[config.mk]
export PLATFORM = sky130hd
export DESIGN_NAME = utf8_unit_count_to_byte_offset_top
export DESIGN_NICKNAME = d
export VERILOG_FILES = /design/src/sv/u8off_pkg.sv /design/src/sv/utf8_unit_count_to_byte_offset_top.sv /design/src/sv/u8off_dp.sv /design/src/sv/u8off_ctrl.sv
export SDC_FILE = /design/constraint.sdc
export NUM_CORES = 1
export LEC_CHECK = 0
export BUFFER_PORTS_ARGS = -buffer_cell sky130_fd_sc_hd__buf_2
export CORE_MARGIN = 1
export CORE_UTILIZATION = 45
export CTS_BUF_LIST = sky130_fd_sc_hd__clkbuf_16
export CTS_CLUSTER_DIAMETER = 80
export DETAILED_ROUTE_END_ITERATION = 7
export GPL_TIMING_DRIVEN = 0
export SYNTH_ARGS = -nofsm -noshare
export SYNTH_HDL_FRONTEND = slang
export SYNTH_SLANG_ARGS = --single-unit
[constraint.sdc]
create_clock -name clk -period 5.4 [get_ports clk]
set_input_delay 0.54 -clock clk [delete_from_list [all_inputs] [get_ports clk]]
set_output_delay 0.54 -clock clk [all_outputs]
set_load 0.02 [all_outputs]
[src/sv/u8off_pkg.sv]
// Shared types and register codes for the UTF-8 unit count to byte offset block.
`default_nettype none

package u8off_pkg;

	// Configuration register indexes
	localparam logic REG_TARGET_COUNT = 1'b0;
	localparam logic REG_COUNT_UTF16  = 1'b1;

	// Controller states, one-hot
	typedef enum logic [1:0] {
		ST_IDLE  = 2'b01,
		ST_DRAIN = 2'b10
	} state_t;

	// Commands from controller to datapath
	typedef struct packed {
		logic load;   // take the accepted word into the buffer
		logic step;   // consume the sequence at the head of the buffer
		logic emit;   // write the result into the output register
	} cmd_t;

	// Status from datapath to controller
	typedef struct packed {
		logic live_next;  // the incoming word belongs to an open string
		logic emit_req;   // a result is due now
		logic stop;       // nothing more to decide until the next word
	} status_t;

endpackage

`default_nettype wire

[src/sv/utf8_unit_count_to_byte_offset_top.sv]
// Top level: UTF-8 unit count to byte offset, controller plus datapath.
`default_nettype none

// Takes UTF-8 text a byte per word and returns, at most once per string, the byte offset
// at which target_count codepoints (or UTF-16 units when count_utf16_units is set) are
// used up, or the string length with target_reached low if a NUL or end_of_text comes
// first. Malformed sequences count as one stray byte each. Each byte is accepted, then
// the four-byte buffer consumes each sequence the byte lets it decide (up to four), one
// sequence per cycle, and a closing step returns to accept; when it emits a result, it
// first waits for the output word to be taken. A result waits in its output register
// while the next byte is accepted. Configuration writes take effect at the next
// first_byte (count_utf16_units at once).
module utf8_unit_count_to_byte_offset_top #(
	parameter int COUNT_WIDTH = 16
) (
	input  wire                    clk,
	input  wire                    arst_n,
	input  wire                    cfg_write_en,
	input  wire                    cfg_index,
	input  wire [15:0]             cfg_data,
	input  wire                    text_valid,
	output logic                   text_ready,
	input  wire [7:0]              text_byte,
	input  wire                    first_byte,
	input  wire                    end_of_text,
	output logic                   result_valid,
	input  wire                    result_ready,
	output logic [COUNT_WIDTH-1:0] byte_offset,
	output logic                   target_reached
);
	import u8off_pkg::*;

	cmd_t    cmd;
	status_t status;

	u8off_ctrl u_ctrl (
		.clk          (clk),
		.arst_n       (arst_n),
		.text_valid   (text_valid),
		.text_ready   (text_ready),
		.result_valid (result_valid),
		.result_ready (result_ready),
		.status       (status),
		.cmd          (cmd)
	);

	u8off_dp #(
		.COUNT_WIDTH (COUNT_WIDTH)
	) u_dp (
		.clk            (clk),
		.arst_n         (arst_n),
		.cfg_write_en   (cfg_write_en),
		.cfg_index      (cfg_index),
		.cfg_data       (cfg_data),
		.text_byte      (text_byte),
		.first_byte     (first_byte),
		.end_of_text    (end_of_text),
		.cmd            (cmd),
		.status         (status),
		.byte_offset    (byte_offset),
		.target_reached (target_reached)
	);

endmodule

`default_nettype wire

[src/sv/u8off_dp.sv]
// Datapath: configuration registers, byte buffer, sequence check, counters and result register.
`default_nettype none

module u8off_dp #(
	parameter int COUNT_WIDTH = 16
) (
	input  wire                    clk,
	input  wire                    arst_n,
	input  wire                    cfg_write_en,
	input  wire                    cfg_index,
	input  wire [15:0]             cfg_data,
	input  wire [7:0]              text_byte,
	input  wire                    first_byte,
	input  wire                    end_of_text,
	input  u8off_pkg::cmd_t        cmd,
	output u8off_pkg::status_t     status,
	output logic [COUNT_WIDTH-1:0] byte_offset,
	output logic                   target_reached
);
	import u8off_pkg::*;

	localparam logic [7:0]  LEAD4_MASK = 8'hF8;
	localparam logic [7:0]  LEAD4_VAL  = 8'hF0;
	localparam logic [7:0]  LEAD3_MASK = 8'hF0;
	localparam logic [7:0]  LEAD3_VAL  = 8'hE0;
	localparam logic [7:0]  LEAD2_MASK = 8'hE0;
	localparam logic [7:0]  LEAD2_VAL  = 8'hC0;
	localparam logic [7:0]  CONT_MASK  = 8'hC0;
	localparam logic [7:0]  CONT_VAL   = 8'h80;
	localparam logic [15:0] MIN3       = 16'h0800;
	localparam logic [15:0] SURR_LO    = 16'hD800;
	localparam logic [15:0] SURR_HI    = 16'hDFFF;
	localparam logic [20:0] MIN4       = 21'h10000;
	localparam logic [20:0] MAX_CP     = 21'h10FFFF;

	logic [15:0]            target_q;
	logic                   utf16_q;
	logic [7:0]             pb_q [4];
	logic [2:0]             pc_q;
	logic [COUNT_WIDTH-1:0] ul_q;
	logic [COUNT_WIDTH-1:0] pos_q;
	logic                   fin_q;
	logic                   at_end_q;

	logic [COUNT_WIDTH-1:0] ul_load;
	logic                   live_next;
	logic                   append;
	logic [2:0]             pc_base;
	logic [2:0]             decl;
	logic [2:0]             hl;
	logic                   done;
	logic [15:0]            cp3;
	logic [20:0]            cp4;
	logic [1:0]             units;
	logic                   ul_zero;
	logic                   short_units;
	logic                   reached;
	logic [COUNT_WIDTH:0]   pos_sum;
	logic [COUNT_WIDTH-1:0] pos_next;

	// Write configuration registers
	always_ff @(posedge clk or negedge arst_n) begin
		if (!arst_n) begin
			target_q <= '0;
			utf16_q  <= 1'b0;
		end else if (cfg_write_en) begin
			unique case (cfg_index)
				REG_TARGET_COUNT: target_q <= cfg_data;
				REG_COUNT_UTF16:  utf16_q  <= cfg_data[0];
			endcase
		end
	end

	// Decode the accepted word
	assign ul_load   = COUNT_WIDTH'(target_q);
	assign live_next = first_byte | ~fin_q;
	assign append    = (text_byte != 8'h00) & live_next & ~(first_byte & (ul_load == '0));
	assign pc_base   = first_byte ? 3'd0 : pc_q;

	// Judge the sequence at the head of the buffer: 1..4 bytes, 0 if undecided
	always_comb begin
		cp3 = {pb_q[0][3:0], pb_q[1][5:0], pb_q[2][5:0]};
		cp4 = {pb_q[0][2:0], pb_q[1][5:0], pb_q[2][5:0], pb_q[3][5:0]};
		if ((pb_q[0] & LEAD4_MASK) == LEAD4_VAL) begin
			decl = 3'd4;
		end else if ((pb_q[0] & LEAD3_MASK) == LEAD3_VAL) begin
			decl = 3'd3;
		end else if ((pb_q[0] & LEAD2_MASK) == LEAD2_VAL) begin
			decl = 3'd2;
		end else begin
			decl = 3'd1;
		end
		hl   = decl;
		done = (decl == 3'd1);
		for (int i = 1; i < 4; i++) begin
			if (!done && (3'(i) < decl)) begin
				if (3'(i) >= pc_q) begin
					hl   = at_end_q ? 3'd1 : 3'd0;
					done = 1'b1;
				end else if ((pb_q[i] & CONT_MASK) != CONT_VAL) begin
					hl   = 3'd1;
					done = 1'b1;
				end
			end
		end
		// Reject overlong forms, surrogates and values past the last codepoint
		if (!done) begin
			if (decl == 3'd2) begin
				if (pb_q[0][4:1] == 4'd0) hl = 3'd1;
			end else if (decl == 3'd3) begin
				if (cp3 < MIN3 || (cp3 >= SURR_LO && cp3 <= SURR_HI)) hl = 3'd1;
			end else begin
				if (cp4 < MIN4 || cp4 > MAX_CP) hl = 3'd1;
			end
		end
	end

	// Count units and decide what the next drain step does
	assign units       = (utf16_q && hl == 3'd4) ? 2'd2 : 2'd1;
	assign ul_zero     = (ul_q == '0);
	assign short_units = (ul_q < COUNT_WIDTH'(units));
	assign reached     = ul_zero | (pc_q != 3'd0);

	assign status.live_next = live_next;
	assign status.emit_req  = ul_zero
		| ((pc_q != 3'd0) & (hl != 3'd0) & short_units)
		| ((pc_q == 3'd0) & at_end_q);
	assign status.stop      = ~status.emit_req
		& (((pc_q == 3'd0) & ~at_end_q) | ((pc_q != 3'd0) & (hl == 3'd0)));

	// Saturating position advance
	assign pos_sum  = {1'b0, pos_q} + (COUNT_WIDTH + 1)'(hl);
	assign pos_next = pos_sum[COUNT_WIDTH] ? '1 : pos_sum[COUNT_WIDTH-1:0];

	// Control state of the string
	always_ff @(posedge clk or negedge arst_n) begin
		if (!arst_n) begin
			pc_q     <= '0;
			ul_q     <= '0;
			pos_q    <= '0;
			fin_q    <= 1'b1;
			at_end_q <= 1'b0;
		end else if (cmd.load) begin
			if (first_byte) begin
				pos_q <= '0;
				ul_q  <= ul_load;
				fin_q <= 1'b0;
			end
			pc_q     <= pc_base + {2'b00, append};
			at_end_q <= (text_byte == 8'h00) | end_of_text;
		end else if (cmd.step) begin
			ul_q  <= ul_q - COUNT_WIDTH'(units);
			pos_q <= pos_next;
			pc_q  <= pc_q - hl;
		end else if (cmd.emit) begin
			fin_q <= 1'b1;
		end
	end

	// Append or shift the buffered bytes
	always_ff @(posedge clk) begin
		if (cmd.load) begin
			if (append) pb_q[pc_base[1:0]] <= text_byte;
		end else if (cmd.step) begin
			unique case (hl)
				3'd1: begin
					pb_q[0] <= pb_q[1];
					pb_q[1] <= pb_q[2];
					pb_q[2] <= pb_q[3];
				end
				3'd2: begin
					pb_q[0] <= pb_q[2];
					pb_q[1] <= pb_q[3];
				end
				3'd3: pb_q[0] <= pb_q[3];
				default: ;
			endcase
		end
	end

	// Hold the result word
	always_ff @(posedge clk) begin
		if (cmd.emit) begin
			byte_offset    <= pos_q;
			target_reached <= reached;
		end
	end

endmodule

`default_nettype wire

[src/sv/u8off_ctrl.sv]
// Controller: sequences accept, drain steps and the output word handshake.
`default_nettype none

module u8off_ctrl (
	input  wire                clk,
	input  wire                arst_n,
	input  wire                text_valid,
	output logic               text_ready,
	output logic               result_valid,
	input  wire                result_ready,
	input  u8off_pkg::status_t status,
	output u8off_pkg::cmd_t    cmd
);
	import u8off_pkg::*;

	state_t state_q;
	state_t state_d;
	logic   out_free;

	assign text_ready = (state_q == ST_IDLE);
	assign out_free   = ~result_valid | result_ready;

	// Pick the command and next state
	always_comb begin
		state_d  = state_q;
		cmd.load = 1'b0;
		cmd.step = 1'b0;
		cmd.emit = 1'b0;
		unique case (state_q)
			ST_IDLE: begin
				if (text_valid) begin
					cmd.load = 1'b1;
					if (status.live_next) state_d = ST_DRAIN;
				end
			end
			ST_DRAIN: begin
				if (status.emit_req) begin
					if (out_free) begin
						cmd.emit = 1'b1;
						state_d  = ST_IDLE;
					end
				end else if (status.stop) begin
					state_d = ST_IDLE;
				end else begin
					cmd.step = 1'b1;
				end
			end
			default: state_d = ST_IDLE;
		endcase
	end

	// Advance state and track the output word
	always_ff @(posedge clk or negedge arst_n) begin
		if (!arst_n) begin
			state_q      <= ST_IDLE;
			result_valid <= 1'b0;
		end else begin
			state_q <= state_d;
			if (cmd.emit) begin
				result_valid <= 1'b1;
			end else if (result_ready) begin
				result_valid <= 1'b0;
			end
		end
	end

endmodule

`default_nettype wire

==> impl_metrics.yaml <==
run_status:
  run_status: "finished with violations"
  violations_in_the_final_reports: "design-rule violations"
synth:
  netlist_instances: 526
  netlist_area_um2: 5448
  largest_family_of_logic_cells_by_synthesized_area: "simple AND/OR/NAND/NOR gates"
  async_reset_ff_frac: 0.5377
  dominantRegCellSynth: "sky130_fd_sc_hd__dfrtp_1"
  synth-edff-count: 49
  synth_simple_gate_area_frac: 0.1906
  syn_avg_cell_area_um2: 10.36
  synthXorXnorAreaFrac: 0.004823
  post_synth_num_cell_types: 59
  synth.yosys.seq_area_share: 0.5324
  synth-adder-area-share: 0.02940
  postSynthNetCount: 569
  ys.warnings.count: 0
  post_synth_mux_area_share: 0.04984
  synth_compound_gate_area_share: 0.1638
  synth.ff_latch_count: 106
clock_network:
  cts_num_sinks: 106
  tritoncts: "built"
  cts_htree_levels: 3
  clkTransAtPathRegs_ps: 70
  cts_made_buffers: 9
  cts.path.max_buffers: 2
  post_cts_hold_buffer_count: 0
  cts-root-buf: "sky130_fd_sc_hd__clkbuf_16"
  worst_skew_pair.late_latency_ps: 360
  post_cts_buffers: 0
sta:
  finalCriticalPeriod_ps: 4894
  worst_pin_slew_ps: 1268
  min_setup_slack_post_route_ps: 505.6
  setup_violations: 0
  slew-limit-headroom: 0.1460
  final.period_utilization: 0.9064
  setup_clock_skew_after_layout_ps: 7.255
  max_fclk_mhz: 204.3
  report.final.slew_viol_count: 0
  grt_setup_unrepaired: "false"
  total_negative_slack_for_setup_checks_ps: 0
  finalHoldViolations: 0
layout:
  finalInstanceArea_um2: 6191
  drive_above_1_share: 0.1807
  layout.core_utilization: 0.5331
  finalNonFillerCells: 735
  syn2layout_area_growth_pct: 13.64
  num_antenna_cells: 0
  fin_nets: 630
  nFillCells: 1064
run:
  cap_viol_max_count: 0
routing:
  vias_per_cell: 5.910
  route.antenna.remaining_nets: 0
  overall_via_count_from_detail_route: 4344
  detail_route.wirelength_mm: 12.63
  drt_iter0_drc: 244
  per_cell_routed_wire_length_um: 17.18
  firstDrtPassIters: 7
  drcViolationCount: 3
floorplan:
  core_area_um2: 11610
  fp_rows: 39
  die_width_um: 112.0
  ioPinCount: 51
  dieHeight_um: 112.0
  total_die_area_um2: 12550
  initial_utilization: 0.4691
critical_path:
  crit_path_max_incr_delay_ps: 570
  criticalPathCategory: "flip-flop to flip-flop"
  required_time_of_the_worst_setup_path_ps: 5410
  crit_buf_inv: 1
  timing.critical_path.mode_cell: "sky130_fd_sc_hd__nand3_1"
  crit_path_dat_ps: 4900
  worst_path_max_delay_cell: "sky130_fd_sc_hd__nor3_2"
  worstPathMaxFanout: 10
  critical_path.endpoint_type: "flip-flop"
  cpLargestDelayFamily: "simple AND/OR/NAND/NOR gates"
  critical_path.startpoint_type: "flip-flop"
  critical_path.cell_chain: "nand2b_1 -> nor4_1 -> nand3_1 -> a31oi_2 -> nand2_1 -> ha_1 -> fa_1 -> a21oi_1 -> o311ai_4 -> nor3_2 -> nand2_2 -> buf_2 -> nand3_1"
power:
  ir_drop_mv: 0.1883
  power.density_nw_per_um2: 433.5
  power.static_leakage_nw: 2.468
placed_design:
  gp_routability_congestion: 0.8245
  placedCellCount: 719
  pre_cts_ws_ps: 388.0
  half_perimeter_wire_length_of_the_detailed_placement_result_mm: 8.958
  post_dp_cell_area_um2: 5877
  port-buffer-count: 50
global_routing:
  grt_pass1_wl_mm: 21.13
  grt.overflow.total: 0
  initial_antenna_violation_count: 0
  grt_usage: 0.2164
  grt_max_degree: 58
  number_of_global_route_vias_before_repair: 4205
worst_hold_path:
  hold_path.class: "input pin to asynchronous set/reset pin"
-- through the flow --
stage	hold WS, ps	power, W
CTS	374.9	0.002695
global placement	453.8	0.001990
detailed placement	468.0	0.002015
global route	295.5	0.002863
finish	231.1	0.002684
floorplan	244.4	0.001768
-- worst register-to-register path: cells and delay by family, from the launching register on --
kind	cells	cell delay [ps]
AOI/OAI and AO/OA	3	980
buffers and inverters	1	260
adders and majority gates	2	740
DFF	1	400
and+or+nand+nor	7	2180
-- worst paths after layout --
kind	from	depth (start not counted)	slack (ps)	endpoint
hold reg to reg	u_dp.pos_q[10]$_DFFE_PN0P_	0	490	u_dp.byte_offset[10]$_DFFE_PP_
hold / removal	arst_n	1	230	u_dp.target_q[0]$_DFFE_PN0P_
max in group asynchronous	arst_n	1	4670	u_dp.pos_q[0]$_DFFE_PN0P_
min in group clk	text_byte[5]	1	380	u_dp.pb_q[3][5]$_DFFE_PP_
setup / recovery	u_dp.pb_q[2][6]$_DFFE_PP_	13	510	u_dp.pb_q[1][0]$_DFFE_PP_
setup reg to reg	u_dp.pb_q[2][6]$_DFFE_PP_	13	510	u_dp.pb_q[1][0]$_DFFE_PP_
-- sequential cells by signal, summed over array words and instances (netlist names) --
| register | count |
|---|---|
| u_dp.fin_q | 1 |
| u_dp.ul_q | 16 |
| u_dp.byte_offset | 16 |
| u_dp.at_end_q | 1 |
| u_dp.pc_q | 3 |
| u_dp.pb_q | 32 |
| u_ctrl.state_q | 2 |
| u_ctrl.result_valid | 1 |
| u_dp.pos_q | 16 |
| u_dp.target_q | 16 |
| u_dp.target_reached | 1 |
| u_dp.utf16_q | 1 |
-- repair_timing --
action	4_1_cts	5_1_grt
setup endpoints to repair	0	8
resized for setup	0	1
hold endpoints to repair	0	0
-- cell usage after synthesis, drive strengths merged (2+ instances only) --
library cell,n,area share
nand2,61,0.042
dfrtp,55,0.25
edfxtp,49,0.27
a21oi,47,0.043
nor2,44,0.030
o21ai,24,0.022
nor3,20,0.019
mux2,17,0.035
a31oi,15,0.017
inv,15,0.010
buf,12,0.011
nor4,12,0.018
clkbuf,11,0.0076
nand3,11,0.010
and3,10,0.011
nand2b,9,0.010
a22oi,8,0.011
ha,8,0.018
mux2i,8,0.015
nor2b,8,0.0092
or4,7,0.0096
a211oi,6,0.0083
o22ai,6,0.0069
a21o,5,0.0069
nand4,5,0.0057
or2,5,0.0057
and2,4,0.0046
a311oi,3,0.0048
fa,3,0.011
nand3b,3,0.0041
o211ai,3,0.0041
o32ai,3,0.0048
or3,3,0.0034
xnor2,3,0.0048
a221o,2,0.0037
a221oi,2,0.0032
dfstp,2,0.0096
o2111ai,2,0.0032
o21a,2,0.0028
o2bb2ai,2,0.0044
-- power breakdown --
part	leakage [nW]	internal, W	switching [W]
combinational	1.16	0.000300	0.000512
sequential	1.15	0.00105	0.000144
clock	0.158	0.000384	0.000294
total	2.47	0.00173	0.000950
-- layout make-up --
class / count / area [µm²] / share of cell area
Timing Repair Buffer: 50 / 252.7 / 0.04082
Multi-Input combinational cell: 382 / 2395 / 0.3868
Clock inverter: 6 / 55.05 / 0.008892
Inverter: 15 / 56.30 / 0.009095
Sequential cell: 106 / 2900 / 0.4685
Clock buffer: 10 / 250.2 / 0.04042
Tap cell: 143 / 178.9 / 0.02890
Buffer: 23 / 102.6 / 0.01657
-- cell usage in the layout (no fill, tap or decap), drive strengths merged, types with 12 or more instances in the layout --
cell type | Yosys | routed
a21oi | 47 | 47
a31oi | 15 | 15
buf | 12 | 62
clkbuf | 11 | 21
dfrtp | 55 | 55
edfxtp | 49 | 49
inv | 15 | 18
mux2 | 17 | 17
nand2 | 61 | 61
nor2 | 44 | 44
nor3 | 20 | 20
nor4 | 12 | 12
o21ai | 24 | 24
-- routing by layer --
layer	GRT usage	wire, µm
met1	0.3025	5985
met2	0.3366	5790
met3	0.04158	654
met4	0.08089	198
met5	0	0
-- logic make-up after synthesis --
kind of cell,count (synthesis)
flip-flops,106
AND/OR/NAND/NOR,206
multiplexers,25
adder cells (fa/ha/maj),11
XOR/XNOR,3
AO/OA/AOI/OAI,137
buffers and inverters,38
Power figures use the tool's default switching activity.
